<file path="config.mk">
export PLATFORM = sky130hd
export DESIGN_NAME = line_point_generator_unit
export DESIGN_NICKNAME = d
export VERILOG_FILES = /design/src/design/lpg_pkg.sv /design/src/design/line_point_generator_unit.sv
export SDC_FILE = /design/constraint.sdc
export NUM_CORES = 1
export LEC_CHECK = 0
export BUFFER_PORTS_ARGS = -buffer_cell sky130_fd_sc_hd__buf_2
export CAP_MARGIN = 30
export CORE_MARGIN = 2
export CORE_UTILIZATION = 60
export DETAILED_ROUTE_END_ITERATION = 8
export PLACE_DENSITY = 0.79
export SYNTH_ARGS = -nofsm -noshare
export SYNTH_HDL_FRONTEND = slang
export SYNTH_SLANG_ARGS = --single-unit
</file>
<file path="constraint.sdc">
create_clock -name clk_i -period 5.6 [get_ports clk_i]
set_clock_uncertainty 0.2 [all_clocks]
set_input_delay 1.12 -clock clk_i [delete_from_list [all_inputs] [get_ports clk_i]]
set_output_delay 1.12 -clock clk_i [all_outputs]
set_load 0.01 [all_outputs]
</file>
<file path="src/design/lpg_pkg.sv">
package lpg_pkg;

  // coordinate width of the endpoints and of the generated points
  localparam int unsigned COORD_BITS = 12;
  // step counters hold N = |dx| + |dy|, which needs one more bit
  localparam int unsigned STEP_BITS  = COORD_BITS + 1;

  typedef logic [COORD_BITS-1:0] coord_t;
  typedef logic [STEP_BITS-1:0]  step_t;

  // operation codes of the input word
  localparam logic OP_LOAD = 1'b0;
  localparam logic OP_TICK = 1'b1;

  typedef struct packed {
    logic   op;
    coord_t x_start;
    coord_t y_start;
    coord_t x_end;
    coord_t y_end;
  } lpg_in_t;

  typedef struct packed {
    coord_t px;
    coord_t py;
    logic   last;
  } lpg_out_t;

endpackage

</file>
<file path="src/design/line_point_generator_unit.sv">
// Line point generator. A load word (op = OP_LOAD) latches two endpoints and
// produces nothing; every following tick word (op = OP_TICK) produces the next
// of the N + 1 points of the line, N = |dx| + |dy|, the final one flagged with
// last. Each coordinate is start + k*d/N rounded half up, kept exact with a
// quotient/remainder accumulator per axis, so the last point is the end point.
// Ticks while no line is active produce nothing; a load while a line is
// active abandons it. One word is taken per clock: every point costs one
// add-and-compare per axis between the accumulator registers and the output
// register, and a new word enters in the same cycle that a waiting point is
// taken; while a point waits and out_ready_i is low the input stalls.
// out_valid_o rises in the cycle after a tick is accepted.
module line_point_generator_unit import lpg_pkg::*; (
  input  logic     clk_i,
  input  logic     rst_ni,
  input  logic     in_valid_i,
  output logic     in_ready_o,
  input  lpg_in_t  in_data_i,
  output logic     out_valid_o,
  input  logic     out_ready_i,
  output lpg_out_t out_data_o
);

  // rounded coordinate of point k from base, sign, quotient and remainder
  function automatic coord_t coord_of(coord_t base, logic neg, coord_t q,
                                      step_t r, step_t n);
    logic [STEP_BITS:0] r2;
    logic [STEP_BITS:0] n_ext;
    logic               up;
    r2    = {r, 1'b0};
    n_ext = {1'b0, n};
    if (neg) begin
      up = (r2 > n_ext);
      coord_of = base - q - coord_t'(up);
    end else begin
      up = (r != '0) && (r2 >= n_ext);
      coord_of = base + q + coord_t'(up);
    end
  endfunction

  // line state
  logic     busy_q, busy_d;
  coord_t   base_x_q, base_x_d, base_y_q, base_y_d;
  coord_t   span_x_q, span_x_d, span_y_q, span_y_d;
  logic     neg_x_q, neg_x_d, neg_y_q, neg_y_d;
  coord_t   quot_x_q, quot_x_d, quot_y_q, quot_y_d;
  step_t    rem_x_q, rem_x_d, rem_y_q, rem_y_d;
  step_t    step_index_q, step_index_d;
  step_t    step_total_q, step_total_d;

  // output register
  logic     out_valid_q, out_valid_d;
  lpg_out_t out_data_q, out_data_d;

  logic     accept;
  logic     emit;
  logic     is_last;

  // remainder sums, one bit wider than the remainder
  logic [STEP_BITS:0] sum_x, sum_y;
  logic [STEP_BITS:0] sub_x, sub_y;
  logic               wrap_x, wrap_y;

  // a waiting point does not block a new word if it leaves this cycle
  assign in_ready_o = !out_valid_q || out_ready_i;
  assign accept     = in_valid_i && in_ready_o;
  assign emit       = accept && (in_data_i.op == OP_TICK) && busy_q;
  assign is_last    = (step_index_q == step_total_q);

  // per-axis accumulator step: add the span, take off at most one N
  assign sum_x  = {1'b0, rem_x_q} + {2'b00, span_x_q};
  assign sum_y  = {1'b0, rem_y_q} + {2'b00, span_y_q};
  assign wrap_x = (sum_x >= {1'b0, step_total_q});
  assign wrap_y = (sum_y >= {1'b0, step_total_q});
  assign sub_x  = sum_x - {1'b0, step_total_q};
  assign sub_y  = sum_y - {1'b0, step_total_q};

  always_comb begin
    busy_d       = busy_q;
    base_x_d     = base_x_q;
    base_y_d     = base_y_q;
    span_x_d     = span_x_q;
    span_y_d     = span_y_q;
    neg_x_d      = neg_x_q;
    neg_y_d      = neg_y_q;
    quot_x_d     = quot_x_q;
    quot_y_d     = quot_y_q;
    rem_x_d      = rem_x_q;
    rem_y_d      = rem_y_q;
    step_index_d = step_index_q;
    step_total_d = step_total_q;

    if (accept && (in_data_i.op == OP_LOAD)) begin
      // new line: latch start point, absolute spans and directions
      base_x_d     = in_data_i.x_start;
      base_y_d     = in_data_i.y_start;
      neg_x_d      = (in_data_i.x_end < in_data_i.x_start);
      neg_y_d      = (in_data_i.y_end < in_data_i.y_start);
      span_x_d     = neg_x_d ? (in_data_i.x_start - in_data_i.x_end)
                             : (in_data_i.x_end - in_data_i.x_start);
      span_y_d     = neg_y_d ? (in_data_i.y_start - in_data_i.y_end)
                             : (in_data_i.y_end - in_data_i.y_start);
      quot_x_d     = '0;
      quot_y_d     = '0;
      rem_x_d      = '0;
      rem_y_d      = '0;
      step_index_d = '0;
      step_total_d = {1'b0, span_x_d} + {1'b0, span_y_d};
      busy_d       = 1'b1;
    end else if (emit) begin
      if (is_last) begin
        busy_d = 1'b0;
      end else begin
        step_index_d = step_index_q + step_t'(1);
        rem_x_d      = wrap_x ? sub_x[STEP_BITS-1:0] : sum_x[STEP_BITS-1:0];
        rem_y_d      = wrap_y ? sub_y[STEP_BITS-1:0] : sum_y[STEP_BITS-1:0];
        quot_x_d     = quot_x_q + coord_t'(wrap_x);
        quot_y_d     = quot_y_q + coord_t'(wrap_y);
      end
    end
  end

  // point k comes from the accumulators as they stand before the step
  always_comb begin
    out_valid_d = out_valid_q && !out_ready_i;
    out_data_d  = out_data_q;
    if (emit) begin
      out_valid_d     = 1'b1;
      out_data_d.px   = coord_of(base_x_q, neg_x_q, quot_x_q, rem_x_q, step_total_q);
      out_data_d.py   = coord_of(base_y_q, neg_y_q, quot_y_q, rem_y_q, step_total_q);
      out_data_d.last = is_last;
    end
  end

  // control state
  always_ff @(posedge clk_i or negedge rst_ni) begin
    if (!rst_ni) begin
      busy_q      <= 1'b0;
      out_valid_q <= 1'b0;
    end else begin
      busy_q      <= busy_d;
      out_valid_q <= out_valid_d;
    end
  end

  // datapath state, meaningful only while busy or valid
  always_ff @(posedge clk_i) begin
    base_x_q     <= base_x_d;
    base_y_q     <= base_y_d;
    span_x_q     <= span_x_d;
    span_y_q     <= span_y_d;
    neg_x_q      <= neg_x_d;
    neg_y_q      <= neg_y_d;
    quot_x_q     <= quot_x_d;
    quot_y_q     <= quot_y_d;
    rem_x_q      <= rem_x_d;
    rem_y_q      <= rem_y_d;
    step_index_q <= step_index_d;
    step_total_q <= step_total_d;
    out_data_q   <= out_data_d;
  end

  assign out_valid_o = out_valid_q;
  assign out_data_o  = out_data_q;

endmodule

</file>
### Word-level counts from Yosys, hierarchy flattened

Cells that the tools add are included.

| cells by class | value |
|---|---|
| add/subtract/negate cells | 20 |
| $lt $le $gt $ge | 8 |
| equality and inequality tests | 1 |
| muxes and demuxes | 10 |
| bitwise logic cells | 2 |
| reduce and logical (&&, ||, !) cells | 16 |

Operator list:

| operator | count |
|---|---|
| $sub A12 B12 Y12 | 6 |
| $ge A14 B13 Y1 | 4 |
| $add A12 B1 Y12 | 4 |
| $mux W12 | 4 |
| $add A13 B12 Y14 | 2 |
| $gt A14 B13 Y1 | 2 |
| $mux W13 | 2 |
| $reduce_bool A13 Y1 | 2 |
| $sub A13 B13 Y13 | 2 |
| $add A12 B12 Y12 | 2 |
| $lt A12 B12 Y1 | 2 |
| $sub A12 B1 Y12 | 2 |
| $add A12 B12 Y13 | 1 |
| $add A13 B1 Y13 const B | 1 |
| $eq A13 B13 Y1 | 1 |
| $logic_and A1 B1 Y1 | 7 |
| $mux W1 | 4 |
| $reduce_and A2 Y1 | 2 |
| $reduce_bool A2 Y1 | 2 |
| $logic_not A1 Y1 | 2 |
| $not A1 Y1 | 2 |
| $logic_or A1 B1 Y1 | 1 |

| storage, ports and cells | value |
|---|---|
| bits in registers | 153 |
| bits of input ports | 53 |
| logic and storage cells | 74 |

### Depth between registers and ports, before layout

| depth | value |
|---|---|
| depth in word-level cells | 7 |
| depth in mapped cells | 25 |

### Worst setup path after synthesis

No wires, ideal clock.

| path | value |
|---|---|
| kind | in2reg |
| start | input port in_data_i[12] (netlist name) |
| end | register step_total_q[11] (data pin) |
| data arrival time | 4.977 ns |
| required time | 5.143 ns |
| path slack | 0.166 ns |
| stages | 18 |
| buffers on the path | 1 |
| cells stage by stage | inv_1 ha_1 fa_1 o21ai_1 a31oi_1 o21ai_2 buf_2 mux2i_1 ha_1 a21o_1 a21oi_1 nor2b_1 o21a_1 o311a_1 o21a_1 o21a_1 o41a_1 xor2_1 |

| between the ends | value |
|---|---|
| cells in the longest elaborated chain, start to end | 3 |
| elaborated cells between the ends (all ways) | 5 |
| those cells by class | add/sub: 3; order compare: 1; mux: 1 |

RTL lines:

| what | RTL line | source |
|---|---|---|
| from (decl) | line_point_generator_unit.sv:17 | `input lpg_in_t in_data_i,` |
| $sub A12 B12 Y12, or another cell as far along | line_point_generator_unit.sv:99 | `: (in_data_i.x_end - in_data_i.x_start);` |
| $mux W12 * | line_point_generator_unit.sv:98 | `span_x_d = neg_x_d ? (in_data_i.x_start - in_data_i.x_end)` |
| $add A12 B12 Y13 * | line_point_generator_unit.sv:107 | `step_total_d = {1'b0, span_x_d} + {1'b0, span_y_d};` |
| to (signal assigned) | line_point_generator_unit.sv:158 | `step_total_q <= step_total_d;` |
| to (decl) | line_point_generator_unit.sv:48 | `step_t step_total_q, step_total_d;` |

Every way passes the cells marked *; elsewhere a longest branch is shown, timed or not.
A chain may end at the register's enable or synchronous reset.

### Worst setup path in the final report

| path | value |
|---|---|
| start | register span_y_q[0] |
| end | register quot_y_q[6] |

| between the ends | value |
|---|---|
| cells in the longest elaborated chain, start to end | 3 |

RTL lines:

| what | RTL line | source |
|---|---|---|
| from (decl) | line_point_generator_unit.sv:43 | `coord_t span_x_q, span_x_d, span_y_q, span_y_d;` |
| from (signal assigned) | line_point_generator_unit.sv:150 | `span_y_q <= span_y_d;` |
| $add A13 B12 Y14 | line_point_generator_unit.sv:71 | `assign sum_y = {1'b0, rem_y_q} + {2'b00, span_y_q};` |
| $ge A14 B13 Y1 | line_point_generator_unit.sv:73 | `assign wrap_y = (sum_y >= {1'b0, step_total_q});` |
| $add A12 B1 Y12 | line_point_generator_unit.sv:117 | `quot_y_d = quot_y_q + coord_t'(wrap_y);` |
| to (signal assigned) | line_point_generator_unit.sv:154 | `quot_y_q <= quot_y_d;` |
| to (decl) | line_point_generator_unit.sv:45 | `coord_t quot_x_q, quot_x_d, quot_y_q, quot_y_d;` |

No other way between the ends.

==> impl_results.md <==
* Row count at between 50 and 60
* Commonest non-fill, non-tap cell in the layout: ha_1
* Core box area at ~22,000 um2
* Status: finished clean
* CP required at between 5000 and 6000 ps
* Ratio of cells with drive above 1 in the final layout at 9.975%
* Critical path depth at 21
* CP arrival at 5350 ps
* Via count at approximately 11k
* Clock Sinks at 153
* Highest routed layer: met4
* Hpwl dp at 23,270 um
* H-Tree Depth at 4
* Final Setup Violations at 0
* Yosys reg bits at around 150
* Syn Std Cell Area at about 13,000 um2
* Post-synth top area share at between 10% and 20%
* Initial core utilization at approximately three fifths
* Vias in the first global route at just over 10k
* Max VDD drop at between 0.3 and 0.4 mV
* EDFF count, synth at just under 90
* Period minus WS final at approximately 5200 ps
* Cell Int Power at about 0.0040 W
* Initial antenna violation count at 0
* Met1 wire length at 14,180 um
* Max_cap viols at 0
* Final core occ at 67.10%
* Inserted Clock Buffers at 17
* Worst path most repeated cell: ha_1
* Synth top area cells: edfxtp_1 (20%), ha_1 (18%), dfxtp_1 (9.4%), a21oi_1 (5.8%), xnor2_1 (5.0%)
* Routed length on met3 at about 1500 um
* 1st-iter DRT viols at approximately 880
* Slowest-stage cell, CP: ha_1
* Crit share post-route at between 90 and 100%
* Pin count of the biggest net entering global routing at 38
* RSZ-0062 raised after global routing: false
* Syn Nets at between 1.5k and 2k
* Routed wire per std cell at 15.78 um
* R2R setup slack at 400 ps
* CTS Buffer Depth at 2
* Synth area leader: edfxtp_1
* Die Height at approximately 150 um
* Grt total ovfl at 0
* Clock latency on the worst-skew pair at between 400 and 500 ps
* Most frequent cells in the layout: ha_1 (197), inv_1 (162), a21oi_1 (153), nor2_1 (115), edfxtp_1 (88)
* Total inserted antenna cells at 0
* Final WL at around 30,000 um
* DR vias/cell at 5.760
* Avg Cell Area, Syn at 8.894 um2
* Layout net count at about 1.8k
* P per Cell Area at around 500 nW/um2
* Setup_tns at 0 ps
* Worst-Margin Slew at roughly 800 ps
* Syn-to-layout area delta at 9.690%
* Worst hold path type: primary input to async pin
* Global-route wire length before repair at around 50,000 um
* Max-slew headroom at 46.06%
* Pre-Repair DR Iteration Count at 5
* Worst Reg-to-Reg Cells at 21
* Power share of the combinational group at between 60% and 70%
* Crit-path cells: ha_1 -> fa_1 -> a21oi_1 -> o21ai_0 -> a21oi_2 -> o21ai_0 -> or3_1 -> a21oi_1 -> xnor2_1 -> ha_1 -> nand4_1 -> nor4_1 -> a211oi_1 -> o21ai_1 -> a21oi_4 -> inv_1 -> ha_1 -> ha_1 -> nand3_1 -> or3_1 -> a21oi_1
* Final Hold Viols at 0
* Critical path class: register to register
* DR WL met2 at between 10,000 and 15,000 um
* Die X at 153.2 um
* Crit path buf inv count at 1
* Register area share after synthesis at just under 30%
* Seq pwr share at approximately 23%
* Port bufs at 79
* CP top delay family: compound AO/OA/AOI/OAI gates
* Final Slew Violations at 0
* CTS tree: done
* Switch share at 44.26%
* CTS Root Buffer Type: clkbuf_16
* Gpl congestion at approximately 0.94
* Top Ports at 80
* Clock share of power at about 15%
* Startpoint types: register
* Worst Path Max Fanout at 4
* Die Area at 23,460 um2
* Sw power at roughly 0.0032 W
* Total number of yosys warnings at 0
* Worst Setup End Kind: register
* Ys flop type: edfxtp_1
* Leak pwr at slightly below 7 nW
* DRC viols at 0
* ANT nets after route at 0
* FMAX at 192.3 MHz
* Slowest cell delay on critical path at just over 400 ps
* Synth unique cells at 75
* Total GRT Usage at between 20 and 30%
* Fraction of registers with async set/reset at under 10%
* Synth Instances at 1,501
* Clock slew at reported path FFs at roughly 70 ps
final cells by class:
| type | instances | area [um2] |
|---|---|---|
| Multi-Input combinational cell | 1149 | 8630 |
| Fill cell | 1797 | 7179 |
| Sequential cell | 153 | 3954 |
| Inverter | 165 | 620.6 |
| Timing Repair Buffer | 95 | 528.0 |
| Clock buffer | 20 | 446.7 |
| Tap cell | 280 | 350.3 |
| Clock inverter | 12 | 115.1 |
per-stage QoR:
| stage | cell area, um2 | setup WS (ps) | instances | total power [W] | hold slack [ps] |
|---|---|---|---|---|---|
| finish | 14640 | 400.6 | 1874 | 0.007256 | 263.8 |
| global placement | 14060 | 194.7 | 1841 | 0.005873 | 265.8 |
| global route | 14640 | 35.02 | 1874 | 0.007840 | 253.1 |
| detailed placement | 14080 | 101.0 | 1842 | 0.006039 | 288.3 |
| floorplan | 13350 | 165.7 | 1501 | 0.005153 | 253.6 |
| CTS | 14640 | 359.9 | 1874 | 0.007203 | 251.3 |
cell usage after synthesis, types with 3 or more instances:
library cell	count
buf_4	3
o21ai_2	4
o21ai_1	6
nor4_1	8
and3_1	13
xor2_1	71
buf_2	8
o21ai_0	83
dfxtp_1	63
a221oi_2	5
nand4_1	18
o311a_1	3
clkbuf_1	18
nand2_1	81
xnor2_1	76
o211ai_1	8
nor3_1	29
o31ai_1	5
o21a_1	16
o21bai_1	12
a21oi_1	154
fa_1	17
nor2_1	117
buf_1	4
nor2b_1	15
nand3_1	30
edfxtp_1	88
mux2i_1	29
nand2b_1	12
or3_1	17
o41ai_1	4
a21o_1	40
or2_2	5
and4_1	6
a2111oi_0	3
a31oi_1	6
inv_1	163
nand3b_1	4
and2_1	8
ha_1	197
a211oi_1	7
routing by layer:
layer  global-route usage (%)  up-vias
met2                    40.77      314
met4                    7.892        0
met1                    36.54     4984
met3                    2.977       37
met5                        0        -
li1                         -     5459
path summary, 6_finish.rpt:
check                         endpoint   startpoint
max                        quot_y_q[6]  span_y_q[0]
min                        out_valid_o       rst_ni
max reg2reg                quot_y_q[6]  span_y_q[0]
min reg2reg                quot_x_q[0]  quot_x_q[0]
max in group asynchronous       busy_q       rst_ni
min in group clk_i         quot_x_q[0]  quot_x_q[0]
cells by family after synthesis:
family / synth area share (%)
AO/OA/AOI/OAI: 18.15
XOR/XNOR: 9.644
adder cells (fa/ha/maj): 21.01
buffers and inverters: 5.811
flip-flops: 29.62
multiplexers: 2.343
AND/OR/NAND/NOR: 13.42
registers in the layout, indices dropped and copies added, names as in the netlist:
register	count
out_data_o	25
rem_x_q	13
rem_y_q	13
step_index_q	13
step_total_q	13
base_x_q	12
base_y_q	12
quot_x_q	12
quot_y_q	12
span_x_q	12
span_y_q	12
busy_q	1
neg_x_q	1
neg_y_q	1
out_valid_o	1
power groups by stage:
stage	registers, W	logic [W]	clock network (W)
after detailed placement	0.00167	0.00437	0
after global placement	0.00167	0.00420	0
after CTS	0.00165	0.00442	0.00113
final	0.00166	0.00448	0.00112
after floorplan	0.00160	0.00355	0
after global routing	0.00168	0.00499	0.00117
what timing repair did:
item                                    4_1_cts  5_1_grt
resized for setup                             0        2
buffers inserted                              0        0
endpoints found under the setup margin        0        5
hold buffers                                  0        0
No activity file was read; power rests on OpenSTA's default activity.
